[config.mk]
export PLATFORM = sky130hd
export DESIGN_NAME = sis_cell
export DESIGN_NICKNAME = d
export VERILOG_FILES = /design/src/hdl/sis_pkg.sv /design/src/hdl/sis_cell.sv
export SDC_FILE = /design/constraint.sdc
export NUM_CORES = 1
export LEC_CHECK = 0
export BUFFER_PORTS_ARGS = -buffer_cell sky130_fd_sc_hd__clkbuf_2
export CORE_MARGIN = 3
export CORE_UTILIZATION = 40
export CTS_CLUSTER_SIZE = 16
export DETAILED_ROUTE_END_ITERATION = 10
export PLACE_DENSITY = 0.72
export REMOVE_ABC_BUFFERS = 1
export SETUP_SLACK_MARGIN = 0.05
export SLEW_MARGIN = 20
export SYNTH_ARGS = -nofsm -noshare
export SYNTH_HDL_FRONTEND = slang
export SYNTH_SLANG_ARGS = --single-unit
[constraint.sdc]
create_clock -name clk_i -period 5.69 [get_ports clk_i]
set_clock_uncertainty 0.15 [all_clocks]
set_input_delay 0.8535 -clock clk_i [delete_from_list [all_inputs] [get_ports clk_i]]
set_output_delay 0.8535 -clock clk_i [all_outputs]
set_load 0.05 [all_outputs]
[src/hdl/sis_pkg.sv]
// ----------------------------------------------------------------------------
// sis_pkg
// Shared types and codes for the sorted ID set with checked marks.
// ----------------------------------------------------------------------------
package sis_pkg;

  localparam int CAPACITY_DEF = 256;
  localparam int ID_W         = 32;
  localparam int CMD_W        = 3;
  localparam int STATUS_W     = 2;
  localparam int ENTRY_W      = 9;

  localparam logic [CMD_W-1:0] CMD_MARK_READ   = 3'd0;
  localparam logic [CMD_W-1:0] CMD_MARK_UNREAD = 3'd1;
  localparam logic [CMD_W-1:0] CMD_CHECK       = 3'd2;
  localparam logic [CMD_W-1:0] CMD_PURGE       = 3'd3;
  localparam logic [CMD_W-1:0] CMD_RESET_MARKS = 3'd4;

  localparam logic [STATUS_W-1:0] ST_CHANGED   = 2'd0;
  localparam logic [STATUS_W-1:0] ST_UNCHANGED = 2'd1;
  localparam logic [STATUS_W-1:0] ST_FULL      = 2'd2;

  typedef enum logic [2:0] {
    CELL_HOLD,
    CELL_CMP,
    CELL_INS,
    CELL_DEL,
    CELL_SETMARK,
    CELL_CLRMARK,
    CELL_PURGE_INIT,
    CELL_SWEEP
  } cell_op_e;

  typedef struct packed {
    cell_op_e        op;
    logic [ID_W-1:0] key;
  } cell_ctl_t;

  typedef struct packed {
    logic [ID_W-1:0] id;
    logic            mark;
    logic            valid;
    logic            lt;
  } cell_data_t;

endpackage

[src/hdl/sis_cell.sv]
// ----------------------------------------------------------------------------
// sis_cell
// One slot of the sorted chain: holds an ID, its mark and occupancy, compares
// against the broadcast key and shifts to or from its neighbours.
// ----------------------------------------------------------------------------
module sis_cell (
  input  logic                clk_i,
  input  logic                rst_ni,
  input  sis_pkg::cell_ctl_t  ctl_i,
  input  logic                lower_i,
  input  sis_pkg::cell_data_t left_i,
  input  sis_pkg::cell_data_t right_i,
  output sis_pkg::cell_data_t data_o,
  output logic                eq_o
);
  import sis_pkg::*;

  logic [ID_W-1:0] id_q, id_d;
  logic            mark_q, mark_d;
  logic            valid_q, valid_d;
  logic            lt_q, lt_d;
  logic            eq_q, eq_d;

  always_comb begin
    id_d    = id_q;
    mark_d  = mark_q;
    valid_d = valid_q;
    lt_d    = lt_q;
    eq_d    = eq_q;
    unique case (ctl_i.op)
      CELL_HOLD: begin
      end
      CELL_CMP: begin
        lt_d = valid_q && (id_q < ctl_i.key);
        eq_d = valid_q && (id_q == ctl_i.key);
      end
      CELL_INS: begin
        if (!lt_q) begin
          if (left_i.lt) begin
            id_d    = ctl_i.key;
            mark_d  = 1'b1;
            valid_d = 1'b1;
          end else begin
            id_d    = left_i.id;
            mark_d  = left_i.mark;
            valid_d = left_i.valid;
          end
        end
      end
      CELL_DEL: begin
        if (!lt_q) begin
          id_d    = right_i.id;
          mark_d  = right_i.mark;
          valid_d = right_i.valid;
        end
      end
      CELL_SETMARK: begin
        if (eq_q) mark_d = 1'b1;
      end
      CELL_CLRMARK: begin
        mark_d = 1'b0;
      end
      CELL_PURGE_INIT: begin
        valid_d = valid_q & mark_q;
        mark_d  = 1'b0;
      end
      CELL_SWEEP: begin
        // odd-even exchange: holes drift up, survivors drift down in order
        if (lower_i) begin
          if (!valid_q && right_i.valid) begin
            id_d    = right_i.id;
            valid_d = 1'b1;
          end
        end else begin
          if (!left_i.valid && valid_q) valid_d = 1'b0;
        end
      end
    endcase
  end

  always_ff @(posedge clk_i or negedge rst_ni) begin
    if (!rst_ni) begin
      mark_q  <= 1'b0;
      valid_q <= 1'b0;
      lt_q    <= 1'b0;
      eq_q    <= 1'b0;
    end else begin
      mark_q  <= mark_d;
      valid_q <= valid_d;
      lt_q    <= lt_d;
      eq_q    <= eq_d;
    end
  end

  always_ff @(posedge clk_i) begin
    id_q <= id_d;
  end

  assign data_o.id    = id_q;
  assign data_o.mark  = mark_q;
  assign data_o.valid = valid_q;
  assign data_o.lt    = lt_q;
  assign eq_o         = eq_q;

endmodule

==> key figures <==
Power
  – Static Leak: 1.84 nW
  – Power density cells: 215 mW/mm^2
  – Clock network fraction of design power: 22.1%
  – Sequential share of power: 43.4%
  – Max VDD drop: 0.100 mV
  – Overall power: 772 uW
  – Comb pwr share: 34.5%
  – Switching fraction of total power: 35.5%
  – Switching power: 274 uW
  – P_int: 498 uW

Synthesis
  – Post-Synthesis Cells: 295
  – Post-synth EDFFs: 32
  – Post-synth top flop: edfxtp_1
  – Synth warnings: 0
  – Count of cell types in the netlist: 34
  – Yosys reg bits: 36
  – Post-synth ARST share: 11.1%
  – Post-synthesis sequential area ratio: 38.5%
  – Syn Area/Cell: 9.33 um^2
  – Synthesized area: 0.00275 mm^2

Setup path
  – CP startpoint kind: input pin
  – Worst Path Arrival: 2.09 ns
  – Worst path cell trace: clkbuf_2 -> nand3_1 -> nor2_1 -> a21oi_1 -> nor2_4
  – Max Fanout on Critical Path: 32
  – Worst Setup SP: ctl_i[32]
  – Critical Path RT: 5.44 ns
  – Critical Path Max Stage Delay: 0.72 ns
  – Flop2flop setup slack: 3.62 ns
  – Critical Path End Type: flip-flop
  – CP endpoint: id_q[6]
  – R2r startpoint: id_q[30]
  – Crit-path slowest cell: nor2_4
  – RR Endpoint: lt_q
  – FF-to-FF path depth: 5
  – CP Class: in -> reg

Clocking
  – Total CTS buffers: 5
  – Clk slew on worst S/H paths: 0.07 ns
  – CTS tree: done
  – H-tree levels: 2
  – Skew-Pair Late Insertion Delay: 0.28 ns
  – Root cell of the clock tree: clkbuf_8
  – Post-CTS Setup Repair Bufs: 0
  – Clock Sinks: 36
  – Post_cts resized: 0
  – Clk buf depth: 2
  – Hold Buf Count CTS: 0

Route
  – Post-Route WL: 6.60 mm
  – First drt pass iteration count: 6
  – DR WL/cell: 13.0 um
  – Iter 0 DRT Violations: 93
  – Antenna Nets Post-Route: 0
  – Via-to-Cell Ratio: 4.98
  – Via count: 2524
  – DRC viols: 0

GRT
  – Largest net degree at the start of global routing: 67
  – Met1 Use GR: 20.2%
  – Global-route wire length before repair: 10.6 mm
  – Busiest grt layer: met2
  – Grt ovf: 0
  – Global Route Usage Sum: 17.0%
  – Vias in the first global route: 2453
  – M2 GR Usage: 31.1%
  – Initial antenna violation count: 0
  – GRT met3 Usage: 4.15%

STA
  – Crit share post-route: 41.1%
  – Setup_tns: 0 ns
  – Final Slew Violations: 0
  – Endpoints failing hold: 0
  – Maximum clock frequency: 0.428 GHz
  – RSZ-0062 raised after global routing: false
  – Slew @ Worst Pin: 0.969 ns
  – Fin crit period: 2.34 ns
  – Endpoints failing setup: 0
  – Slew HR: 35.4%

Cells and area
  – Layout fillers: 620
  – Register area: 0.00106 mm^2
  – Number of antenna diodes: 0
  – Area of the multi-input gates: 0.00148 mm^2
  – Nets: 569
  – Area Overhead vs Synth: 30.3%
  – Ratio of cells with drive above 1 in the final layout: 36.0%

Floorplan
  – Die height: 89.0 um
  – CORE AREA: 0.00649 mm^2
  – Num rows: 29
  – Ports: 144
  – Die W: 89.0 um
  – Starting Density: 42.4%
  – Die footprint: 0.00791 mm^2

Placed design
  – Port Buf Inserts: 142
  – Dpl hpwl: 5.41 mm
  – Routability Congestion: 0.762

Min path
  – Tightest Hold Check Type: in -> async

Run status
  – Run status: completed

Job
  – Max Cap Viol: 0
[kinds of logic (layout without fill, tap and decap cells)]
| family | Yosys count | count (layout) | synth area share (%) |
|---|---|---|---|
| flops | 36 | 36 | 38.5 |
| simple gates | 75 | 75 | 12.0 |
| fa+ha+maj | 32 | 32 | 14.5 |
| compound gates | 69 | 69 | 15.0 |
| buf+inv | 50 | 185 | 7.86 |
| mux | 33 | 33 | 12.0 |
[flip-flops by register name (all words and copies together), names as in the netlist]
register,count
eq_o,1
id_q,32
lt_q,1
mark_q,1
valid_q,1
[power groups by stage]
stage | logic [mW] | registers [mW] | clock network, mW
2_1_floorplan | 0.0968 | 0.417 | 0
3_3_place_gp | 0.262 | 0.340 | 0
3_5_place_dp | 0.268 | 0.341 | 0
4_1_cts | 0.269 | 0.335 | 0.180
5_1_grt | 0.297 | 0.338 | 0.190
6_report | 0.266 | 0.335 | 0.171
[per-stage QoR]
step                      hold WS (ns)  util [%]  cells  worst slack (ns)  area (um^2)
after floorplan                  0.408         -    279              2.66         2660
after global placement           0.348      53.6    498              3.01         3480
after detailed placement         0.366      53.6    498              2.99         3480
after CTS                        0.215      54.8    506              3.29         3560
after global routing             0.209      55.2    507              3.12         3590
final                            0.222      55.2    507              3.35         3590
[routing by layer]
| layer | vias up | routed length, um |
|---|---|---|
| met5 | - | 0 |
| met4 | 0 | 23 |
| met3 | 2 | 462 |
| met2 | 84 | 3300 |
| met1 | 1118 | 2810 |
| li1 | 1320 | - |
[Yosys cell counts (all sizes together), types with 2 or more instances]
cell / number / area, um^2
nand3: 6 / 30.0
a21oi: 18 / 93.8
nand4: 8 / 50.1
nor3: 3 / 15.0
a21o: 4 / 30.0
o21ai: 36 / 180
nand2: 41 / 154
inv: 34 / 128
nor2b: 2 / 12.5
mux2i: 32 / 320
dfrtp: 4 / 100
a211oi: 2 / 15.0
clkbuf: 4 / 15.0
buf: 12 / 73.8
nor2: 11 / 41.3
edfxtp: 32 / 961
ha: 32 / 400
[critical path, delay by kind of cell]
| kind | cells | cell delay (ns) |
|---|---|---|
| and+or+nand+nor | 3 | 0.95 |
| buffers and inverters | 1 | 0.17 |
| AOI/OAI and AO/OA | 1 | 0.10 |
[cells in the final DEF, fill, tap and decap left out, drive strengths merged, types with 2 or more instances in the layout]
cell type  Yosys  layout
inv           34      34
clkbuf         4     149
o21ai         36      36
nand4          8       8
a211oi         2       2
nand2         41      41
dfrtp          4       4
a21oi         18      18
nor2          11      11
ha            32      32
nand3          6       6
nor2b          2       2
a21o           4       4
edfxtp        32      32
nor3           3       3
mux2i         32      32
[final cells by class]
type | count | area share [%]
Sequential cell | 36 | 29.6
Inverter | 34 | 3.56
Multi-Input combinational cell | 209 | 41.4
Clock inverter | 1 | 0.105
Tap cell | 77 | 2.69
Clock buffer | 7 | 2.13
Timing Repair Buffer | 143 | 20.6
[how the worst min path moves through the flow]
| stage | to | cells past startpoint |
|---|---|---|
| 3_5_place_dp | eq_o | 2 |
| 6_report | mark_q | 1 |
| 5_1_grt | eq_o | 1 |
| 3_3_place_gp | eq_o | 2 |
| 4_1_cts | mark_q | 1 |
| 2_1_floorplan | eq_o | 0 |
Note: power is estimated with default switching activity, not from simulation.
